## config.mk

```make
export PLATFORM = sky130hd
export DESIGN_NAME = bba_cmp
export DESIGN_NICKNAME = d
export VERILOG_FILES = /design/src/hdl/bba_pkg.sv /design/src/hdl/bba_cmp.sv
export SDC_FILE = /design/constraint.sdc
export NUM_CORES = 1
export LEC_CHECK = 0
export BUFFER_PORTS_ARGS = -buffer_cell sky130_fd_sc_hd__buf_2
export CAP_MARGIN = 20
export CORE_MARGIN = 2
export CORE_UTILIZATION = 45
export DETAILED_ROUTE_END_ITERATION = 7
export GPL_TIMING_DRIVEN = 0
export PLACE_DENSITY = 0.83
export SETUP_SLACK_MARGIN = 0.3
export SLEW_MARGIN = 20
export SYNTH_ARGS = -nofsm -noshare
export SYNTH_HDL_FRONTEND = slang
export SYNTH_SLANG_ARGS = --single-unit
```

## constraint.sdc

```tcl
create_clock -name vclk -period 4.4
set_input_delay 0.22 -clock vclk [all_inputs]
set_output_delay 0.22 -clock vclk [all_outputs]
set_load 0.1 [all_outputs]
```

## src/hdl/bba_pkg.sv

```systemverilog
// ----------------------------------------------------------------------------
// bba_pkg
// Shared types and constants for the binned bump allocator.
// ----------------------------------------------------------------------------
package bba_pkg;

  localparam int NUM_BINS_DEF        = 32;
  localparam int BIN_SIZE_LOG2_DEF   = 22;
  localparam int ENTRIES_PER_BIN_DEF = 256;
  localparam int BLOCK_BYTES_DEF     = 16;

  localparam int LEN_W  = 22;
  localparam int ADDR_W = 27;
  localparam int ST_W   = 3;

  typedef enum logic [ST_W-1:0] {
    ST_OK         = 3'd0,
    ST_EXHAUSTED  = 3'd1,
    ST_TABLE_FULL = 3'd2,
    ST_NOT_FOUND  = 3'd3,
    ST_TOO_LARGE  = 3'd4
  } status_t;

  localparam logic OP_ALLOC = 1'b0;
  localparam logic OP_FREE  = 1'b1;

  typedef struct packed {
    logic              operation;
    logic [LEN_W-1:0]  length;
    logic [ADDR_W-1:0] address;
  } in_item_t;

  typedef struct packed {
    logic [ST_W-1:0]   status;
    logic [ADDR_W-1:0] result_address;
  } out_item_t;

  // compare unit controls from the sequencer
  typedef struct packed {
    logic is_free;
    logic ent_used;
  } cmp_ctl_t;

endpackage

```

## src/hdl/bba_cmp.sv

```systemverilog
// ----------------------------------------------------------------------------
// bba_cmp
// Shared entry compare unit: fit test for allocate, range test for free.
// ----------------------------------------------------------------------------
module bba_cmp
  import bba_pkg::*;
#(
  parameter int OFF_W = BIN_SIZE_LOG2_DEF + 1,
  parameter int GW    = 33
) (
  input  cmp_ctl_t         ctl,
  input  logic [GW-1:0]    base,
  input  logic [OFF_W-1:0] ent_start,
  input  logic [OFF_W-1:0] ent_size,
  input  logic [OFF_W-1:0] req_size,
  input  logic [GW-1:0]    req_addr,
  output logic             hit
);
  logic [GW-1:0] lo;
  logic [GW-1:0] hi;

  // entry bounds and match
  always_comb begin
    lo = base + GW'(ent_start);
    hi = lo + GW'(ent_size);
    if (ctl.is_free) begin
      hit = ctl.ent_used && (req_addr >= lo) && (req_addr < hi);
    end else begin
      hit = !ctl.ent_used && (req_size <= ent_size);
    end
  end
endmodule

```

==> results by group <==
Yosys
  – Post-synthesis instance total: 623
  – Synth Net Count: 896
  – Mapped Avg Cell Area: 7.57 µm²
  – Synth warn: 0
  – Synth Cell Area: 4710 µm²
  – Seq/Total Area, Yosys: 0%
  – Post-synth cell types: 60

Routing
  – DR vias: 5,089
  – Final antenna-violating net count: 0
  – Avg Vias per Cell: 5.56
  – DR iter-0 viols: 169
  – Drc violations: 0
  – Routed WL: 12,800 µm
  – Wirelength per Cell: 14.0 µm
  – First drt pass iteration count: 4

Floorplanning
  – Die area: 11,300 µm²
  – Core Area: 10,200 µm²
  – Core Rows: 37
  – Chip width: 106 µm
  – Num ports: 138
  – Initial core utilization: 46.1%
  – Die span in y: 106 µm

Global routing
  – Tot GR Track Use: 22.3%
  – Largest net degree at the start of global routing: 8
  – Grt ovf: 0
  – GR Layer Usage met1: 30.6%
  – First-pass GRT wire length: 21,300 µm
  – GRT met3 Usage: 0.429%
  – Initial antenna violation count: 2
  – Grt peak-use layer: met2
  – Grt met2 use: 39.2%
  – Vias in the first global route: 4,888

Cells and area
  – Leading cell types in the layout, fill and taps excluded: buf_2 (138), ha_1 (128), a21oi_1 (65)
  – Commonest non-fill, non-tap cell in the layout: buf_2
  – Register Area: 0 µm²
  – Seq_cells: 0
  – Syn-to-layout area delta: 25.2%
  – NumNets Final: 1,052
  – FILL cells: 958
  – Final-layout clock buffer total: 0
  – Area of the multi-input gates: 4670 µm²
  – Share of cells above drive strength 1: 25.9%
  – Non-filler cells in the finished layout: 915

Power
  – Maximum vdd drop: 81.6 µV
  – Final total power: 1.30 mW
  – PwrDens: 220 nW/µm²
  – Pleak: 3.17 nW

Place
  – Gpl congestion: 0.964
  – Cell count after placement: 896
  – Pre-CTS WS: -1.26 ns
  – Port Buffers: 137
  – Post-DP HPWL: 11,300 µm

STA
  – Unrepaired setup endpoints after global routing: yes
  – Max Fclk: 0.185 GHz
  – Setup-failing EPs final: 1
  – Rel. slew slack: 58.4%
  – Slew Limit Fails: 0
  – Worst Max-Slew Pin Slew: 0.608 ns
  – Fin crit period: 5.40 ns
  – Period utilisation layout: 123%
  – Worst setup margin: -0.997 ns
  – Final hold violation count: 0

Outcome
  – Status: finished, violations left
  – Failing checks: setup timing

Worst setup path
  – WS Path Type: in2out
  – WP data arrival: 5.18 ns
  – CP endpoint kind: primary output
  – Setup crit start kind: input port
  – Worst endpoint required time: 4.18 ns
  – Worst-path fanout max: 5

Worst hold path
  – Hold/Removal Path Class: in2out

Clocking
  – # hold bufs at CTS: 0

Flow run
  – Max cap viols: 0
## cells in the mapped netlist, types with 3 or more instances
cell | number | area (µm²)
a211oi_1 | 3 | 22.5
and3_1 | 3 | 18.8
nand2b_1 | 4 | 25.0
nor2_1 | 30 | 113
o21ai_0 | 38 | 190
nand4_1 | 20 | 125
a2111oi_0 | 4 | 35.0
o211ai_1 | 12 | 90.1
nor3_1 | 6 | 30.0
o21bai_1 | 5 | 37.5
a31oi_1 | 5 | 31.3
a21oi_1 | 67 | 335
a21o_1 | 47 | 353
nand2_1 | 37 | 139
and2_1 | 5 | 31.3
a21boi_0 | 3 | 22.5
nand3_1 | 13 | 65.1
nand3b_1 | 4 | 30.0
and4_1 | 3 | 26.3
xor2_1 | 31 | 272
o21a_1 | 12 | 90.1
xnor2_1 | 29 | 254
ha_1 | 134 | 1680
inv_1 | 55 | 206
nor2b_1 | 8 | 50.1
## final cells by class
class,instances,area share [%]
tap,136,2.88
multi-input combinational,564,79.1
inverter,56,3.56
timing repair buffer,154,14.0
antenna,2,0.0848
buffer,3,0.360
## through the flow
stage / instance area [µm²] / utilization [%] / hold slack [ns] / setup TNS, ns
2_1_floorplan: 4800 / - / 0.795 / -0.748
3_3_place_gp: 5650 / 55.2 / 1.01 / -1.22
3_5_place_dp: 5650 / 55.2 / 1.01 / -1.26
4_1_cts: 5840 / 57.1 / 0.907 / -0.954
5_1_grt: 5900 / 57.7 / 0.918 / -1.31
6_report: 5900 / 57.7 / 0.905 / -0.997
## where the power goes
group / switching (mW) / total (mW) / internal (mW)
clock network: 0 / 0.0000000608 / 0.0000000608
logic: 0.705 / 1.30 / 0.594
registers: 0 / 0 / 0
## worst max-delay path: stages
cell and delay (ns):
buf_2 0.10, ha_2 0.19, fa_2 0.37, a211oi_2 0.22, o211ai_1 0.17, and4b_2 0.29, nor2_2 0.12, o211ai_1 0.16
xnor2_2 0.33, ha_4 0.27, a21o_1 0.18, a21o_1 0.19, a21oi_2 0.16, o21ai_0 0.11, a211oi_2 0.30, nor4_2 0.08
buf_4 0.16, o211ai_1 0.18, xor2_1 0.17, ha_1 0.26, a21o_1 0.16, a21oi_1 0.14, o211ai_1 0.16, o32ai_4 0.27
buf_12 0.21
## timing repair
item / in CTS / in global routing
endpoints found under the setup margin: 1 / 1
buffers inserted: 16 / 1
pin swaps: 7 / 3
gates resized for setup: 15 / 11
## per-layer routing
metal  part of all wire [%]  routed length [µm]
met5                      0                   0
met4                    1.8                 236
met3                    5.4                 687
met2                     46                5910
met1                     47                6000
## cells by family after synthesis
logic type / count (synthesis) / synth area share [%]
compound gates: 220 / 30.7
simple gates: 145 / 16.1
fa+ha+maj: 136 / 36.4
xor+xnor: 61 / 11.5
buf+inv: 59 / 4.91
mux: 2 / 0.451
## worst paths after layout
check               start   to  slack, ns  depth (start not counted)
setup / recovery  base[0]  hit       -1.0                         25
hold / removal     ctl[1]  hit       0.91                          4
No activity file was read; power rests on OpenSTA's default activity.
